--- config.mk ---
export PLATFORM = sky130hd
export DESIGN_NAME = char_lcd_tick_sequencer_core
export DESIGN_NICKNAME = d
export VERILOG_FILES = /design/src/sv/clts_pkg.sv /design/src/sv/clts_step.sv /design/src/sv/char_lcd_tick_sequencer_core.sv
export SDC_FILE = /design/constraint.sdc
export NUM_CORES = 1
export LEC_CHECK = 0
export BUFFER_PORTS_ARGS = -buffer_cell sky130_fd_sc_hd__clkbuf_2
export CAP_MARGIN = 20
export CORE_MARGIN = 3
export CORE_UTILIZATION = 40
export CTS_BUF_LIST = sky130_fd_sc_hd__clkbuf_2
export CTS_CLUSTER_DIAMETER = 150
export DETAILED_ROUTE_END_ITERATION = 7
export PLACE_DENSITY_LB_ADDON = 0.3
export SYNTH_ARGS = -nofsm -noshare
export SYNTH_HDL_FRONTEND = slang
export SYNTH_SLANG_ARGS = --single-unit
export TNS_END_PERCENT = 1
--- constraint.sdc ---
create_clock -name clk -period 5.5 [get_ports clk]
set_input_delay 0.55 -clock clk [delete_from_list [all_inputs] [get_ports clk]]
set_output_delay 0.55 -clock clk [all_outputs]
set_load 0.005 [all_outputs]
--- src/sv/clts_pkg.sv ---
// Shared types and constants for the character LCD tick sequencer.
// Holds the controller state, configuration and input word layouts.
// No dependencies; imported by clts_step and char_lcd_tick_sequencer_core.
`timescale 1ns / 1ps

package clts_pkg;

  typedef enum logic [1:0] {
    PH_OFF  = 2'd0,
    PH_INIT = 2'd1,
    PH_OPER = 2'd2
  } phase_t;

  typedef enum logic [2:0] {
    ST_POWER = 3'd0,
    ST_PRE   = 3'd1,
    ST_FUNC  = 3'd2,
    ST_DISP  = 3'd3,
    ST_CLEAR = 3'd4,
    ST_ENTRY = 3'd5,
    ST_END   = 3'd6
  } init_step_t;

  typedef enum logic [1:0] {
    RQ_NONE   = 2'd0,
    RQ_WRITE  = 2'd1,
    RQ_CLEAR  = 2'd2,
    RQ_CURSOR = 2'd3
  } req_kind_t;

  // Opcodes of an input word
  localparam logic [2:0] OP_TICK   = 3'd0;
  localparam logic [2:0] OP_START  = 3'd1;
  localparam logic [2:0] OP_WRITE  = 3'd2;
  localparam logic [2:0] OP_CLEAR  = 3'd3;
  localparam logic [2:0] OP_CURSOR = 3'd4;

  // Configuration register indexes
  localparam logic [2:0] CFG_FOUR_BIT   = 3'd0;
  localparam logic [2:0] CFG_FUNC_FLAGS = 3'd1;
  localparam logic [2:0] CFG_DISP_FLAGS = 3'd2;
  localparam logic [2:0] CFG_ENTRY_FLAGS = 3'd3;
  localparam logic [2:0] CFG_TICK_MS    = 3'd4;

  localparam logic [7:0] CMD_SET_ADDR = 8'h80;
  localparam logic [7:0] CMD_CLEAR    = 8'h01;
  localparam logic [7:0] ROW1_OFFSET  = 8'h40;
  localparam logic [7:0] POWER_ON_MS  = 8'd30;
  localparam logic [2:0] TARGET_8BIT  = 3'd2;
  localparam logic [2:0] TARGET_4BIT  = 3'd4;

  typedef struct packed {
    logic       four_bit_bus;
    logic [1:0] function_flags;
    logic [2:0] display_flags;
    logic [1:0] entry_flags;
    logic [6:0] tick_period_ms;
  } cfg_t;

  typedef struct packed {
    logic [2:0] opcode;
    logic [7:0] char_code;
    logic       row;
    logic [5:0] col;
  } item_t;

  typedef struct packed {
    phase_t     phase;
    init_step_t init_step;
    logic [7:0] init_counter;
    logic       enable_level;
    logic       nibble_is_low;
    logic [2:0] latch_count;
    logic       request_busy;
    req_kind_t  request_kind;
    logic [7:0] pending_char;
    logic       cursor_row;
    logic [5:0] cursor_col;
    logic       rs_level;
    logic [7:0] data_levels;
  } seq_state_t;

  localparam seq_state_t STATE_RESET = '{
    phase:         PH_OFF,
    init_step:     ST_POWER,
    init_counter:  8'd0,
    enable_level:  1'b0,
    nibble_is_low: 1'b0,
    latch_count:   3'd0,
    request_busy:  1'b0,
    request_kind:  RQ_NONE,
    pending_char:  8'd0,
    cursor_row:    1'b0,
    cursor_col:    6'd0,
    rs_level:      1'b0,
    data_levels:   8'd0
  };

endpackage

--- src/sv/clts_step.sv ---
// Next-state logic of the LCD sequencer: one input word against the current state.
// Pure combinational; depends on clts_pkg.
`timescale 1ns / 1ps

module clts_step (
  input  clts_pkg::cfg_t       cfg,
  input  clts_pkg::seq_state_t st,
  input  clts_pkg::item_t      item,
  output clts_pkg::seq_state_t st_nxt,
  output logic                 taken
);
  import clts_pkg::*;

  localparam logic [7:0] CMD_FUNC_8BIT = 8'h30;
  localparam logic [7:0] CMD_FUNC_4BIT = 8'h20;
  localparam logic [7:0] CMD_DISPLAY   = 8'h08;
  localparam logic [7:0] CMD_ENTRY     = 8'h04;
  localparam logic [7:0] PRE_NIBBLE    = 8'h02;

  // One latch half: drive data and raise enable, or drop enable
  function automatic seq_state_t latch_step(seq_state_t s_in, logic four, logic rs,
                                            logic [7:0] value);
    seq_state_t s;
    s = s_in;
    s.rs_level = rs;
    if (!s.enable_level) begin
      if (four) begin
        s.data_levels = s.nibble_is_low ? {4'h0, value[3:0]} : {4'h0, value[7:4]};
      end else begin
        s.data_levels = value;
      end
      s.enable_level = 1'b1;
    end else begin
      s.enable_level = 1'b0;
      if (four) begin
        s.nibble_is_low = !s.nibble_is_low;
      end
    end
    return s;
  endfunction

  function automatic seq_state_t init_cmd(seq_state_t s_in, logic four, logic [7:0] tgt,
                                          logic [7:0] value, init_step_t next_step);
    seq_state_t s;
    s = s_in;
    s.init_counter = s.init_counter + 8'd1;
    if (s.init_counter >= tgt) begin
      s.init_counter = 8'd0;
      s.init_step = next_step;
    end
    return latch_step(s, four, 1'b0, value);
  endfunction

  logic [2:0] tgt3;
  logic [7:0] tgt8;
  logic [7:0] func_cmd;
  logic [7:0] disp_cmd;
  logic [7:0] entry_cmd;
  logic [7:0] addr_cmd;
  seq_state_t s;

  assign tgt3 = cfg.four_bit_bus ? TARGET_4BIT : TARGET_8BIT;
  assign tgt8 = {5'd0, tgt3};
  assign func_cmd = (cfg.four_bit_bus ? CMD_FUNC_4BIT : CMD_FUNC_8BIT)
                  | {4'h0, cfg.function_flags, 2'b00};
  assign disp_cmd = CMD_DISPLAY | {5'd0, cfg.display_flags};
  assign entry_cmd = CMD_ENTRY | {6'd0, cfg.entry_flags};
  assign addr_cmd = CMD_SET_ADDR + {2'b00, st.cursor_col}
                  + (st.cursor_row ? ROW1_OFFSET : 8'h00);

  always_comb begin
    s = st;
    taken = 1'b0;
    case (item.opcode)
      OP_TICK: begin
        if (st.phase == PH_INIT) begin
          case (st.init_step)
            ST_POWER: begin
              s.init_counter = st.init_counter + {1'b0, cfg.tick_period_ms};
              if (s.init_counter >= POWER_ON_MS) begin
                s.init_counter = 8'd0;
                s.init_step = cfg.four_bit_bus ? ST_PRE : ST_FUNC;
              end
            end
            ST_PRE: begin
              s.init_counter = st.init_counter + 8'd1;
              if (s.init_counter == 8'd1) begin
                s.data_levels = PRE_NIBBLE;
                s.enable_level = 1'b1;
              end else begin
                s.enable_level = 1'b0;
                s.init_counter = 8'd0;
                s.init_step = ST_FUNC;
              end
            end
            ST_FUNC:  s = init_cmd(st, cfg.four_bit_bus, tgt8, func_cmd, ST_DISP);
            ST_DISP:  s = init_cmd(st, cfg.four_bit_bus, tgt8, disp_cmd, ST_CLEAR);
            ST_CLEAR: s = init_cmd(st, cfg.four_bit_bus, tgt8, CMD_CLEAR, ST_ENTRY);
            ST_ENTRY: s = init_cmd(st, cfg.four_bit_bus, tgt8, entry_cmd, ST_END);
            default:  s.phase = PH_OPER;
          endcase
        end else if (st.phase == PH_OPER) begin
          if (st.request_kind == RQ_WRITE) begin
            if (st.pending_char != 8'd0) begin
              s = latch_step(st, cfg.four_bit_bus, 1'b1, st.pending_char);
              s.latch_count = st.latch_count + 3'd1;
              if (s.latch_count >= tgt3) begin
                s.latch_count = 3'd0;
                s.pending_char = 8'd0;
              end
            end else begin
              s.latch_count = 3'd0;
              s.request_busy = 1'b0;
              s.request_kind = RQ_NONE;
            end
          end else if (st.request_kind inside {RQ_CLEAR, RQ_CURSOR}) begin
            if (st.latch_count >= tgt3) begin
              s.latch_count = 3'd0;
              s.request_busy = 1'b0;
              s.request_kind = RQ_NONE;
            end else begin
              s = latch_step(st, cfg.four_bit_bus, 1'b0,
                             (st.request_kind == RQ_CLEAR) ? CMD_CLEAR : addr_cmd);
              s.latch_count = st.latch_count + 3'd1;
            end
          end
        end
      end
      OP_START: begin
        if (!(st.phase inside {PH_INIT, PH_OPER})) begin
          s.phase = PH_INIT;
        end
      end
      OP_WRITE, OP_CLEAR, OP_CURSOR: begin
        if (!st.request_busy) begin
          taken = 1'b1;
          s.request_busy = 1'b1;
          if (item.opcode == OP_WRITE) begin
            s.request_kind = RQ_WRITE;
            s.pending_char = item.char_code;
          end else if (item.opcode == OP_CLEAR) begin
            s.request_kind = RQ_CLEAR;
          end else begin
            s.request_kind = RQ_CURSOR;
            s.cursor_row = item.row;
            s.cursor_col = item.col;
          end
        end
      end
      default: begin
      end
    endcase
  end

  assign st_nxt = s;

endmodule

--- src/sv/char_lcd_tick_sequencer_core.sv ---
// Character LCD tick sequencer, top level: input register, next-state logic, result register.
// An accepted word passes from the input register to the result register (out_valid high).
// Throughput: one word per cycle unless stalled; each update is one pass through clts_step.
// Reset (rst_n low, synchronous): controller off, config at defaults, both stages empty.
// Depends on clts_pkg and clts_step.
`timescale 1ns / 1ps

module char_lcd_tick_sequencer_core (
  input  logic       clk,
  input  logic       rst_n,
  // configuration write port
  input  logic       cfg_wr_en,
  input  logic [2:0] cfg_index,
  input  logic [6:0] cfg_data,
  // input words
  input  logic       in_valid,
  output logic       in_stall,
  input  logic [2:0] in_opcode,
  input  logic [7:0] in_char_code,
  input  logic       in_row,
  input  logic [5:0] in_col,
  // result words
  output logic       out_valid,
  input  logic       out_stall,
  output logic       out_pin_rs,
  output logic       out_pin_rw,
  output logic       out_pin_enable,
  output logic [7:0] out_data_pins,
  output logic       out_request_taken,
  output logic       out_busy_res,
  output logic       out_ready_res
);
  import clts_pkg::*;

  cfg_t       cfg_r;
  seq_state_t st_r;
  seq_state_t st_nxt;
  item_t      item_r;
  logic       in_valid_r;
  logic       out_valid_r;
  logic       taken;
  logic       out_free;
  logic       proc_fire;
  logic       in_accept;

  logic       rs_r;
  logic       enable_r;
  logic [7:0] data_r;
  logic       taken_r;
  logic       busy_r;
  logic       ready_r;

  // The result register frees when empty or when its word leaves this cycle
  assign out_free  = !out_valid_r || !out_stall;
  // Process the held word only when there is room for its result
  assign proc_fire = in_valid_r && out_free;
  // Hold the input stage only while it is full and cannot drain
  assign in_stall  = in_valid_r && !out_free;
  assign in_accept = in_valid && !in_stall;

  clts_step u_step (
    .cfg    (cfg_r),
    .st     (st_r),
    .item   (item_r),
    .st_nxt (st_nxt),
    .taken  (taken)
  );

  always_ff @(posedge clk) begin
    if (!rst_n) begin
      cfg_r.four_bit_bus   <= 1'b0;
      cfg_r.function_flags <= 2'd2;
      cfg_r.display_flags  <= 3'd4;
      cfg_r.entry_flags    <= 2'd2;
      cfg_r.tick_period_ms <= 7'd2;
      st_r        <= STATE_RESET;
      in_valid_r  <= 1'b0;
      out_valid_r <= 1'b0;
    end else begin
      // Configuration: indexes beyond the list are dropped
      if (cfg_wr_en) begin
        case (cfg_index)
          CFG_FOUR_BIT:    cfg_r.four_bit_bus   <= cfg_data[0];
          CFG_FUNC_FLAGS:  cfg_r.function_flags <= cfg_data[1:0];
          CFG_DISP_FLAGS:  cfg_r.display_flags  <= cfg_data[2:0];
          CFG_ENTRY_FLAGS: cfg_r.entry_flags    <= cfg_data[1:0];
          CFG_TICK_MS:     cfg_r.tick_period_ms <= cfg_data;
          default: begin
          end
        endcase
      end

      // Input stage occupancy
      if (in_accept) begin
        in_valid_r <= 1'b1;
      end else if (proc_fire) begin
        in_valid_r <= 1'b0;
      end

      // Advance controller state with each processed word
      if (proc_fire) begin
        st_r <= st_nxt;
      end

      // Result stage occupancy
      if (proc_fire) begin
        out_valid_r <= 1'b1;
      end else if (out_valid_r && !out_stall) begin
        out_valid_r <= 1'b0;
      end
    end
  end

  // Payload registers: no reset needed
  always_ff @(posedge clk) begin
    if (in_accept) begin
      item_r.opcode    <= in_opcode;
      item_r.char_code <= in_char_code;
      item_r.row       <= in_row;
      item_r.col       <= in_col;
    end
    if (proc_fire) begin
      rs_r     <= st_nxt.rs_level;
      enable_r <= st_nxt.enable_level;
      data_r   <= st_nxt.data_levels;
      taken_r  <= taken;
      busy_r   <= st_nxt.request_busy;
      ready_r  <= (st_nxt.phase == PH_OPER);
    end
  end

  assign out_valid         = out_valid_r;
  assign out_pin_rs        = rs_r;
  assign out_pin_rw        = 1'b0;
  assign out_pin_enable    = enable_r;
  assign out_data_pins     = data_r;
  assign out_request_taken = taken_r;
  assign out_busy_res      = busy_r;
  assign out_ready_res     = ready_r;

  // Once operating, the controller never leaves that phase
  a_oper_sticky: assert property (@(posedge clk) disable iff (!rst_n)
    st_r.phase == PH_OPER |=> st_r.phase == PH_OPER)
    else $error("controller left operating phase");

  // A request is only taken when the controller was free
  a_taken_when_free: assert property (@(posedge clk) disable iff (!rst_n)
    proc_fire && taken |-> !st_r.request_busy && st_nxt.request_busy)
    else $error("request taken while busy");

  // Latch count never passes the four-bit-bus target
  a_latch_bound: assert property (@(posedge clk) disable iff (!rst_n)
    st_r.latch_count <= TARGET_4BIT)
    else $error("latch count out of range");

  // Enable only strobes once the controller has been started
  a_enable_started: assert property (@(posedge clk) disable iff (!rst_n)
    st_r.enable_level |-> st_r.phase != PH_OFF)
    else $error("enable raised while off");

  // A held input word keeps its payload until it is processed
  a_input_hold: assert property (@(posedge clk) disable iff (!rst_n)
    in_valid_r && !proc_fire |=> in_valid_r && $stable(item_r))
    else $error("input stage lost a word");

endmodule
==> reports/results.ini <==
[run_status]
status = completed

[placement]
port-buffer-count = 47
hpwlAfterDp_um = 9790
gp_congestion = 0.926

[worst_setup_path]
startpoint = cfg_r[14]
endpoint_kind = register
rr_startpoint = cfg_r[14]
crit_family = compound AO/OA/AOI/OAI gates
path_cells = inv_1, ha_1, nor2b_1, o21a_1, o31ai_1, a21oi_2, a21o_1, a221oi_2, o21ai_0
path_class = reg2reg
r2r_slack_ns = 2.50
arrival_ns = 3.37
timing.rr.end = out_pin_enable
crit_slowest_cell = dfxtp_1
critPathMaxFanout = 12
max_stage_delay_ns = 0.58
crit_end = out_pin_enable
cp-start-kind = register
worstSetupPathDepth = 9
cp.required_ns = 5.86
worst-path-buf-inv = 1
rr_worst_depth = 9

[floorplanning]
top_level_ports = 49
rows = 41
core_area_um2 = 12800
start_util_pct = 41.5
die_h_um = 121
die_w_um = 121
die_area_um2 = 14700

[yosys]
yosysTopAreaCellShare_pct = 23.4
synth_simple_gate_area_share_pct = 22.4
synthFlopType = dfxtp_1
synth.largest_area_cell = dfxtp_1
synth_cell_types = 78
ys_seq_area_share_pct = 41.0
synth_fa_ha_area_share_pct = 5.57
synth_compound_area_share_pct = 19.9
synth_top_family_by_area = simple AND/OR/NAND/NOR gates
synthArstFlopShare_pct = 0
ys_warn_count = 0
syn_area_um2 = 5300
synthCells = 590
avgSynthCellArea_um2 = 8.99
synth-seq-cells = 93
ys_top_cells_by_area = dfxtp_1 23%, edfxtp_1 18%, ha_1 5.2%
synth-edff-count = 31
syn-num-nets = 646
synth_xor_area_share_pct = 1.49
synthMuxAreaShare_pct = 5.73

[sta]
maxClockFrequency_ghz = 0.333
fin_skew_ns = 0.0263
setup-tns-final_ns = 0
fin_crit_ns = 3.00
tightest_slew_ns = 1.02
slew_headroom_pct = 32.2
drv_slew = 0
final.period_utilization_pct = 54.6
finalHoldViolCount = 0
rsz0062_at_grt = no
setup_viol = 0

[clocking]
clkTransAtPathRegs_ns = 0.26
clk-insertion-delay-late_ns = 0.57
cts_resized = 0
ctsHoldBuffers = 0
cts-root-buf = clkbuf_2
ctsLongestPathBuffers = 2
cts_sinks = 93
cts_buffers = 9
cts_tree = built
post-cts-setup-buffers = 0
htreeDepth = 3

[power]
power.density_nw_per_um2 = 212
finalPower_uw = 1220
max-vdd-ir-drop_uv = 125
p_leak_uw = 0.00219

[global_route]
grt_pass1_vias = 4286
grt_max_degree = 46
antenna_found_initial = 1
grt_pass1_wl_um = 21700
grt-ovfl-total = 0
groute.usage.overall_pct = 18.4

[layout]
drive_gt1_share_pct = 14.9
nets = 675
area_delta_synth_final_pct = 8.90

[routing]
drt_drc_violations_left = 0
via_per_inst = 5.62
drtAntennaViolNets = 0
drtIter0Drc = 451
avgRoutedWirePerCell_um = 16.5
route.vias.total = 4476
first_pass_iters = 6
routed_wl_um = 13100

[worst_hold_path]
hp-class = in2reg

[flow_run]
drv_cap = 0

-- worst min-delay path by stage --
stage / startpoint / to / slack [ns] / cells past startpoint
after global placement: cfg_r[11] / cfg_r[11] / 0.46 / 2
after floorplan: cfg_r[11] / cfg_r[11] / 0.44 / 2
after CTS: in_col[5] / item_r[5] / 0.08 / 1
after detailed placement: item_r[6] / st_r[15] / 0.47 / 2
after global routing: in_opcode[2] / item_r[17] / 0.07 / 1
final: in_char_code[1] / item_r[8] / 0.13 / 1
-- stage by stage --
step / instances / hold WS (ns) / setup WS, ns / cell area, µm² / util [%]
after detailed placement: 780 / 0.469 / 2.44 / 5640 / 44.1
after floorplan: 590 / 0.441 / 2.78 / 5300 / -
after global routing: 797 / 0.0715 / 2.24 / 5770 / 45.2
after CTS: 796 / 0.0809 / 2.53 / 5770 / 45.2
final: 797 / 0.125 / 2.50 / 5770 / 45.2
after global placement: 780 / 0.457 / 2.61 / 5640 / 44.1
-- cells in the mapped netlist (4+ instances only) --
cell type	n
and3_1	12
and2_1	6
nor2b_1	9
a22oi_1	4
ha_1	22
o211ai_1	4
nor2_1	60
clkbuf_1	21
a211oi_1	7
o21ai_0	26
a32oi_1	4
a21o_1	8
nor4_1	4
edfxtp_1	31
nand2_1	51
nor3b_1	4
mux2i_1	27
a21oi_1	44
o21ai_1	6
nand3_1	21
nor3_1	20
inv_1	18
nand2b_1	18
dfxtp_1	62
buf_2	9
a31oi_1	8
xnor2_1	6
-- sequential cells by signal, summed over array words and instances (netlist names) --
name / count
out_busy_res: 1
in_valid_r: 1
out_pin_enable: 1
cfg_r: 15
st_r: 45
out_valid: 1
out_request_taken: 1
out_pin_rs: 1
out_ready_res: 1
out_data_pins: 8
item_r: 18
-- power by group --
group          switching [µW]  leakage [µW]  total (µW)  internal, µW
Sequential               13.7      0.000803         744           730
Clock                     235     0.0000793         383           148
Combinational            60.5       0.00131        97.2          36.7
-- metal layers --
layer  up-vias  global-route usage, %  wire [µm]
met3        22                   2.84        660
met1      2103                   24.9       6160
li1       2221                      -          -
met2       130                   30.1       6010
met4         0                   6.23        316
met5         -                      0          0
-- cells by family (layout without fill, tap and decap cells) --
logic type / Yosys count / count (layout)
and+or+nand+nor: 230 / 230
AOI/OAI and AO/OA: 155 / 155
DFF: 93 / 93
buffers and inverters: 50 / 84
muxes: 29 / 29
adders and majority gates: 23 / 23
xor gates and xnor gates: 9 / 9
other: 1 / 2
-- final cells by class --
cell class | count | area [µm²]
multi-input combinational | 447 | 2930
tap | 172 | 215
clock inverter | 7 | 90.1
clock buffer | 9 | 45.0
inverter | 19 | 71.3
timing repair buffer | 49 | 250
sequential | 93 | 2170
fill | 1245 | 7000
antenna | 1 | 2.50
-- placed cells by master, fill, tap and decap left out, drive strengths merged, types with 5 or more instances in the layout --
master / n
edfxtp: 31
xnor2: 6
nor2: 61
nor3: 23
o21ai: 33
and3: 12
a211oi: 9
clkbuf: 56
a31oi: 8
nand2b: 18
a21oi: 46
a21o: 8
ha: 22
inv: 19
nor4: 5
nand3: 22
nand2: 51
and2: 6
nor2b: 9
nor3b: 5
mux2i: 28
dfxtp: 62
Note: power is estimated with default switching activity, not from simulation.
